**config.mk**
```make
export PLATFORM = sky130hd
export DESIGN_NAME = double_ended_queue
export DESIGN_NICKNAME = d
export VERILOG_FILES = /design/src/rtl/dq_pkg.sv /design/src/rtl/dq_ctrl.sv /design/src/rtl/dq_dp.sv /design/src/rtl/double_ended_queue.sv
export SDC_FILE = /design/constraint.sdc
export NUM_CORES = 2
export LEC_CHECK = 0
export BUFFER_PORTS_ARGS = -buffer_cell sky130_fd_sc_hd__buf_2
export CORE_ASPECT_RATIO = 0.75
export CORE_MARGIN = 4
export CORE_UTILIZATION = 42
export CTS_CLUSTER_DIAMETER = 50
export DETAILED_ROUTE_END_ITERATION = 16
export PLACE_DENSITY = 0.67
export SYNTH_ARGS = -nofsm -noshare
export SYNTH_HDL_FRONTEND = slang
export SYNTH_SLANG_ARGS = --single-unit
export TNS_END_PERCENT = 20
```
**constraint.sdc**
```tcl
create_clock -name i_clk -period 10.9 [get_ports i_clk]
set_clock_uncertainty 0.05 [all_clocks]
set_input_delay 2.18 -clock i_clk [delete_from_list [all_inputs] [get_ports i_clk]]
set_output_delay 2.18 -clock i_clk [all_outputs]
set_load 0.1 [all_outputs]
```
**src/rtl/dq_pkg.sv**
```systemverilog
package dq_pkg;

    localparam int DEPTH = 16;
    localparam int IDX_W = $clog2(DEPTH);
    localparam int CNT_W = $clog2(DEPTH + 1);
    localparam int SUM_W = CNT_W + 1;

    localparam int VALUE_W = 64;
    localparam int MODE_W = 3;
    localparam int STATUS_W = 2;
    localparam int COUNT_W = 5;
    localparam int OUT_DATA_W = 136;

    localparam logic [MODE_W-1:0] MODE_PUSH_FRONT = 3'd0;
    localparam logic [MODE_W-1:0] MODE_PUSH_BACK = 3'd1;
    localparam logic [MODE_W-1:0] MODE_POP_FRONT = 3'd2;
    localparam logic [MODE_W-1:0] MODE_POP_BACK = 3'd3;
    localparam logic [MODE_W-1:0] MODE_REVERSE = 3'd4;

    localparam logic [STATUS_W-1:0] ST_OK = 2'd0;
    localparam logic [STATUS_W-1:0] ST_OVERFLOW = 2'd1;
    localparam logic [STATUS_W-1:0] ST_UNDERFLOW = 2'd2;

    typedef struct packed {
        logic load_in;
        logic exec;
        logic rd;
        logic load_out;
    } t_dp_cmd;

endpackage

```
**src/rtl/dq_ctrl.sv**
```systemverilog
module dq_ctrl
    import dq_pkg::*;
(
    input  logic    i_clk,
    input  logic    i_rst_n,
    input  logic    i_in_valid,
    output logic    o_in_ready,
    output logic    o_out_valid,
    input  logic    i_out_ready,
    output t_dp_cmd o_cmd
);

    localparam logic [1:0] S_IDLE = 2'd0;
    localparam logic [1:0] S_WRITE = 2'd1;
    localparam logic [1:0] S_READ = 2'd2;
    localparam logic [1:0] S_LOAD = 2'd3;

    logic [1:0] r_state, n_state;
    logic       r_out_valid, n_out_valid;
    logic       load_out;

    assign o_in_ready = (r_state == S_IDLE);
    assign load_out = (r_state == S_LOAD) && (!r_out_valid || i_out_ready);

    always_comb begin
        n_state = r_state;
        case (r_state)
            S_IDLE: begin
                if (i_in_valid) n_state = S_WRITE;
            end
            S_WRITE: n_state = S_READ;
            S_READ: n_state = S_LOAD;
            S_LOAD: begin
                if (load_out) n_state = S_IDLE;
            end
            default: n_state = S_IDLE;
        endcase
    end

    always_comb begin
        n_out_valid = r_out_valid;
        if (load_out) begin
            n_out_valid = 1'b1;
        end else if (i_out_ready) begin
            n_out_valid = 1'b0;
        end
    end

    always_comb begin
        o_cmd.load_in = (r_state == S_IDLE) && i_in_valid;
        o_cmd.exec = (r_state == S_WRITE);
        o_cmd.rd = (r_state == S_READ);
        o_cmd.load_out = load_out;
    end

    assign o_out_valid = r_out_valid;

    always_ff @(posedge i_clk) begin
        if (!i_rst_n) begin
            r_state <= S_IDLE;
            r_out_valid <= 1'b0;
        end else begin
            r_state <= n_state;
            r_out_valid <= n_out_valid;
        end
    end

endmodule

```
**src/rtl/dq_dp.sv**
```systemverilog
module dq_dp
    import dq_pkg::*;
(
    input  logic                  i_clk,
    input  logic                  i_rst_n,
    input  t_dp_cmd               i_cmd,
    input  logic [MODE_W-1:0]     i_mode,
    input  logic [VALUE_W-1:0]    i_value,
    output logic [VALUE_W-1:0]    o_front_value,
    output logic [VALUE_W-1:0]    o_back_value,
    output logic                  o_empty_res,
    output logic                  o_full_res,
    output logic [COUNT_W-1:0]    o_entry_count,
    output logic [STATUS_W-1:0]   o_status
);

    logic [VALUE_W-1:0] mem [DEPTH];

    logic [MODE_W-1:0]   r_mode;
    logic [VALUE_W-1:0]  r_value;
    logic [IDX_W-1:0]    r_head, n_head;
    logic [CNT_W-1:0]    r_occ, n_occ;
    logic                r_rev, n_rev;
    logic [STATUS_W-1:0] r_status, n_status;
    logic                we;
    logic [IDX_W-1:0]    waddr;
    logic [VALUE_W-1:0]  r_rd_f, r_rd_b;
    logic [VALUE_W-1:0]  r_front, r_back;
    logic                r_empty, r_full;
    logic [COUNT_W-1:0]  r_count;
    logic                at_front;
    logic                is_full, is_empty;
    logic [IDX_W-1:0]    push_back_addr, next_head, tail_addr;
    logic [CNT_W-1:0]    tail_off;
    logic [CNT_W+COUNT_W-1:0] count_ext;

    function automatic logic [IDX_W-1:0] ring_at(input logic [IDX_W-1:0] head,
                                                 input logic [CNT_W-1:0] off);
        logic [SUM_W-1:0] p;
        p = SUM_W'(head) + SUM_W'(off);
        if (p >= SUM_W'(DEPTH)) p = p - SUM_W'(DEPTH);
        return p[IDX_W-1:0];
    endfunction

    assign is_full = (r_occ >= CNT_W'(DEPTH));
    assign is_empty = (r_occ == '0);
    assign push_back_addr = ring_at(r_head, r_occ);
    assign next_head = ring_at(r_head, CNT_W'(1));
    assign tail_off = is_empty ? '0 : r_occ - CNT_W'(1);
    assign tail_addr = ring_at(r_head, tail_off);

    always_comb begin
        n_head = r_head;
        n_occ = r_occ;
        n_rev = r_rev;
        n_status = ST_OK;
        we = 1'b0;
        waddr = push_back_addr;
        at_front = 1'b0;
        case (r_mode)
            MODE_PUSH_FRONT, MODE_PUSH_BACK: begin
                at_front = (r_mode == MODE_PUSH_FRONT) ^ r_rev;
                if (is_full) begin
                    n_status = ST_OVERFLOW;
                end else if (at_front) begin
                    n_head = (r_head == '0) ? IDX_W'(DEPTH - 1) : r_head - IDX_W'(1);
                    waddr = n_head;
                    we = 1'b1;
                    n_occ = r_occ + CNT_W'(1);
                end else begin
                    we = 1'b1;
                    n_occ = r_occ + CNT_W'(1);
                end
            end
            MODE_POP_FRONT, MODE_POP_BACK: begin
                at_front = (r_mode == MODE_POP_FRONT) ^ r_rev;
                if (is_empty) begin
                    n_status = ST_UNDERFLOW;
                end else begin
                    if (at_front) n_head = next_head;
                    n_occ = r_occ - CNT_W'(1);
                end
            end
            MODE_REVERSE: n_rev = !r_rev;
            default: ;
        endcase
    end

    always_ff @(posedge i_clk) begin
        if (i_cmd.exec && we) mem[waddr] <= r_value;
        if (i_cmd.rd) begin
            r_rd_f <= mem[r_head];
            r_rd_b <= mem[tail_addr];
        end
    end

    always_ff @(posedge i_clk) begin
        if (!i_rst_n) begin
            r_head <= '0;
            r_occ <= '0;
            r_rev <= 1'b0;
        end else if (i_cmd.exec) begin
            r_head <= n_head;
            r_occ <= n_occ;
            r_rev <= n_rev;
        end
    end

    assign count_ext = {{COUNT_W{1'b0}}, r_occ};

    always_ff @(posedge i_clk) begin
        if (i_cmd.load_in) begin
            r_mode <= i_mode;
            r_value <= i_value;
        end
        if (i_cmd.exec) r_status <= n_status;
        if (i_cmd.load_out) begin
            r_front <= is_empty ? '0 : (r_rev ? r_rd_b : r_rd_f);
            r_back <= is_empty ? '0 : (r_rev ? r_rd_f : r_rd_b);
            r_empty <= is_empty;
            r_full <= (r_occ == CNT_W'(DEPTH));
            r_count <= count_ext[COUNT_W-1:0];
            o_status <= r_status;
        end
    end

    assign o_front_value = r_front;
    assign o_back_value = r_back;
    assign o_empty_res = r_empty;
    assign o_full_res = r_full;
    assign o_entry_count = r_count;

endmodule

```
**src/rtl/double_ended_queue.sv**
```systemverilog
// Bounded deque of 64-bit values held in a ring buffer of DEPTH entries.
// Input channel (s_axis): tuser carries the mode (push front, push back,
// pop front, pop back, reverse), tdata the value to push. Output channel
// (m_axis): one beat per input beat with the front and back values, the
// empty and full flags and the entry count in tdata, the status in tuser.
// Reverse only flips a direction flag; the ends swap without moving data.
// The input beat is registered; the block then writes the entry and updates
// the pointers, does the registered two-port read of the entry memory, and
// loads the result register; only then is a new input beat taken.
// A new input beat may be taken while the previous result still waits in
// the output register; the block then holds before loading the next result
// until the receiver takes the pending beat, and tready stays low.
// Reset empties the deque and clears the direction flag; memory contents
// are not cleared, and unwritten entries never reach the output.
module double_ended_queue
    import dq_pkg::*;
(
    input  logic                  i_clk,
    input  logic                  i_rst_n,
    input  logic                  i_s_axis_tvalid,
    output logic                  o_s_axis_tready,
    input  logic [VALUE_W-1:0]    i_s_axis_tdata,  // value[63:0]
    input  logic [MODE_W-1:0]     i_s_axis_tuser,  // mode[2:0]
    output logic                  o_m_axis_tvalid,
    input  logic                  i_m_axis_tready,
    // front_value[63:0], back_value[127:64], empty_res[128], full_res[129],
    // entry_count[134:130], zero pad[135]
    output logic [OUT_DATA_W-1:0] o_m_axis_tdata,
    output logic [STATUS_W-1:0]   o_m_axis_tuser   // status[1:0]
);

    t_dp_cmd             cmd;
    logic [VALUE_W-1:0]  front_value, back_value;
    logic                empty_res, full_res;
    logic [COUNT_W-1:0]  entry_count;

    dq_ctrl u_ctrl (
        .i_clk       (i_clk),
        .i_rst_n     (i_rst_n),
        .i_in_valid  (i_s_axis_tvalid),
        .o_in_ready  (o_s_axis_tready),
        .o_out_valid (o_m_axis_tvalid),
        .i_out_ready (i_m_axis_tready),
        .o_cmd       (cmd)
    );

    dq_dp u_dp (
        .i_clk         (i_clk),
        .i_rst_n       (i_rst_n),
        .i_cmd         (cmd),
        .i_mode        (i_s_axis_tuser),
        .i_value       (i_s_axis_tdata),
        .o_front_value (front_value),
        .o_back_value  (back_value),
        .o_empty_res   (empty_res),
        .o_full_res    (full_res),
        .o_entry_count (entry_count),
        .o_status      (o_m_axis_tuser)
    );

    assign o_m_axis_tdata = {1'b0, entry_count, full_res, empty_res, back_value, front_value};

endmodule

```
==> impl_metrics.json <==
{
  "outcome": "complete, no violations",
  "drc": 0,
  "drive_gt1_share_pct": 35.13,
  "syn_inst": 2947,
  "final_cell_area_mm2": 0.06899,
  "pre_cts_ws_ns": 5.123,
  "fin_tns_setup_ns": 0,
  "ys_seq_elements": 1371,
  "synth-edff-count": 1358,
  "path_clk_slew_ns": 0.06,
  "finalHoldViolCount": 0,
  "final-seq-area_mm2": 0.04106,
  "syn_nets": 3035,
  "crit_top_cell": "buf_4",
  "worstSetupStartpointType": "register",
  "ant_nets": 0,
  "ir_drop_uv": 262.6,
  "async_flop_share_pct": 0,
  "p_leak_nw": 20.48,
  "htreeDepth": 4,
  "tightest_slew_ns": 1.215,
  "antenna_found_initial": 3,
  "cap_violations": 0,
  "setup-violations-final": 0,
  "setup_ws_ns": 5.073,
  "yosysWarnings": 0,
  "ctsResizeCount": 0,
  "grtUsageTotal_pct": 20.99,
  "synth_common_cells": "edfxtp_1 (1358), mux4_2 (575), o221ai_1 (215)",
  "fillers": 11700,
  "drt_iter0_markers": 3823,
  "grt_max_degree": 133,
  "power.sequential.fraction_pct": 38.6,
  "syn_to_final_growth_pct": 12.61,
  "critPathKind": "reg2reg",
  "wirelength_um": 160900,
  "clk-insertion-delay-late_ns": 0.79,
  "p_total_mw": 18.64,
  "internal_power_mw": 12.17,
  "yosysMostFrequentCell": "edfxtp_1",
  "report.final.slew_viol_count": 0,
  "yosys.area.top_type": "edfxtp_1",
  "slowest_delay_ns": 1.37,
  "die-height_um": 338.7,
  "hpwlAfterDp_um": 84800,
  "final_nets": 3203,
  "cts_num_sinks": 1371,
  "synth_top_cells_by_area": "edfxtp_1 (67%), mux4_2 (21%), o221ai_1 (3.1%)",
  "io_buffers": 209,
  "placed_area_mm2": 0.06420,
  "cts_tree": "done",
  "critPathTopFamily": "buffers and inverters",
  "numCtsBuffers": 148,
  "sw_frac_of_total_pct": 34.71,
  "synth_area_mm2": 0.06126,
  "first_pass_iters": 7,
  "vias_per_cell": 6.448,
  "ys_types": 52,
  "clock_power_share_pct": 26.7,
  "fmax_ghz": 0.1716,
  "grt_pass1_vias": 32940,
  "min_period_ns": 5.827,
  "critPathSlowestCell": "fa_4",
  "pwr-share-comb_pct": 34.7,
  "crit_buf_inv": 4,
  "worstSetupEndpointType": "register",
  "ctsHoldBuffers": 0,
  "io_pins": 211,
  "rows": 121,
  "cts_root_buf": "clkbuf_16",
  "start_util_pct": 42.24,
  "switchingPower_mw": 6.470,
  "gp_congestion": 0.7550,
  "rsz0062_at_grt": "false",
  "crit_fanout": 132,
  "period_share_pct": 53.46,
  "diodes": 0,
  "yosysTopAreaCellShare_pct": 66.57,
  "grt_pass1_wl_um": 234300,
  "core-area_mm2": 0.1450,
  "hold_path.class": "reg2reg",
  "synth.avg_cell_area_um2": 20.79,
  "crit_chain": "inv_1 > ha_1 > nor4b_2 > buf_4 > nor2_1 > ha_4 > fa_4 > buf_4 > buf_12 > mux4_2 > o221ai_1 > a22oi_1",
  "ys.flop_type": "edfxtp_1",
  "power.density_mw_per_mm2": 270.2,
  "cts_max_path_buffers": 3,
  "slew_headroom_pct": 18.14,
  "crit_arrival_ns": 6.28,
  "dieArea_mm2": 0.1521,
  "seq_area_frac_synth_pct": 66.99,
  "wire_per_inst_um": 31.34,
  "multi_input_area_mm2": 0.01910,
  "postCtsSetupBuffers": 0,
  "critPathRequiredTime_ns": 11.35,
  "via_count": 33110,
  "gr-total-overflow": 0,
  "die_w_um": 449.0
}
[flip-flops by register name, indices dropped and copies added, names as in the netlist]
name / flops
u_dp.o_front_value: 64
u_dp.r_value: 64
u_dp.r_mode: 3
u_ctrl.o_out_valid: 1
u_dp.r_rev: 1
u_dp.o_entry_count: 5
u_dp.mem: 1024
u_dp.o_empty_res: 1
u_dp.o_back_value: 64
u_dp.r_status: 2
u_dp.o_full_res: 1
u_dp.r_head: 4
u_dp.o_status: 2
u_ctrl.r_state: 2
u_dp.r_rd_b: 64
u_dp.r_occ: 5
u_dp.r_rd_f: 64
[power groups by stage]
stage	clock, mW	sequential [mW]	combinational (mW)
4_1_cts	5.08	7.19	6.50
5_1_grt	5.32	7.25	6.92
2_1_floorplan	0	7.50	4.63
3_5_place_dp	0	7.30	6.48
3_3_place_gp	0	7.28	6.43
6_report	4.98	7.19	6.47
[area by class of cell]
class                           count  area share (%)
Timing Repair Buffer              274           2.351
Multi-Input combinational cell   1311           27.69
Inverter                            9         0.04897
Clock inverter                     83           1.329
Tap cell                         1906           3.457
Sequential cell                  1371           59.52
Clock buffer                      180           5.604
[final timing paths]
path	from	end	slack, ns	depth (start not counted)
hold reg to reg	u_dp.r_status[0]$_DFFE_PP_	u_dp.o_status[0]$_DFFE_PP_	0.37	0
setup / recovery	u_dp.r_occ[1]$_SDFFE_PN0P_	u_dp.r_rd_b[35]$_DFFE_PP_	5.07	12
setup reg to reg	u_dp.r_occ[1]$_SDFFE_PN0P_	u_dp.r_rd_b[35]$_DFFE_PP_	5.07	12
hold / removal	u_dp.r_status[0]$_DFFE_PP_	u_dp.o_status[0]$_DFFE_PP_	0.37	0
[layout by cell type, fill, tap and decap left out, types with 8 or more instances in the layout]
cell,count
buf_2,209
nor2_4,16
dfxtp_1,8
and2_1,10
edfxtp_1,1358
a21oi_1,9
ha_1,13
nor2_1,139
o221ai_1,215
nand2_1,10
bufinv_16,12
clkbuf_1,30
clkinv_2,9
o221ai_2,41
clkinv_1,30
a22oi_1,61
xnor2_1,8
mux4_2,575
buf_4,58
inv_1,9
mux2i_1,131
xor2_1,8
clkbuf_16,150
[logic make-up after synthesis]
group           count (synthesis)  share of synthesized area [%]
compound gates                356                          5.345
flops                        1371                          66.99
xor+xnor                       18                         0.2696
other cells                     1                       0.006121
fa+ha+maj                      17                         0.3717
simple gates                  212                          1.513
mux                           707                          23.30
buf+inv                       265                          2.204
[routing by layer]
layer	wire length, um	global-route usage [%]	vias up	share of wire [%]
met1	64760	30.03	17650	40
met3	14850	4.018	291	9.2
li1	-	-	13360	-
met5	27	0	-	0.017
met4	4527	6.839	4	2.8
met2	76710	32.72	1803	48
[worst reg2reg max path, delay by kind of cell, from the launching register on]
family	cells	cell delay, ns
buf+inv	4	1.97
fa+ha+maj	3	1.76
mux	1	0.59
simple gates	2	0.45
flops	1	0.38
compound gates	2	0.34
[through the flow]
stage | utilization, % | hold slack [ns] | instances
global route | 47.56 | 0.3915 | 5134
global placement | 44.27 | 0.3577 | 4871
CTS | 47.56 | 0.3736 | 5134
finish | 47.56 | 0.3715 | 5134
detailed placement | 44.27 | 0.3611 | 4871
floorplan | - | 0.3503 | 2947
No activity file was read; power rests on OpenSTA's default activity.
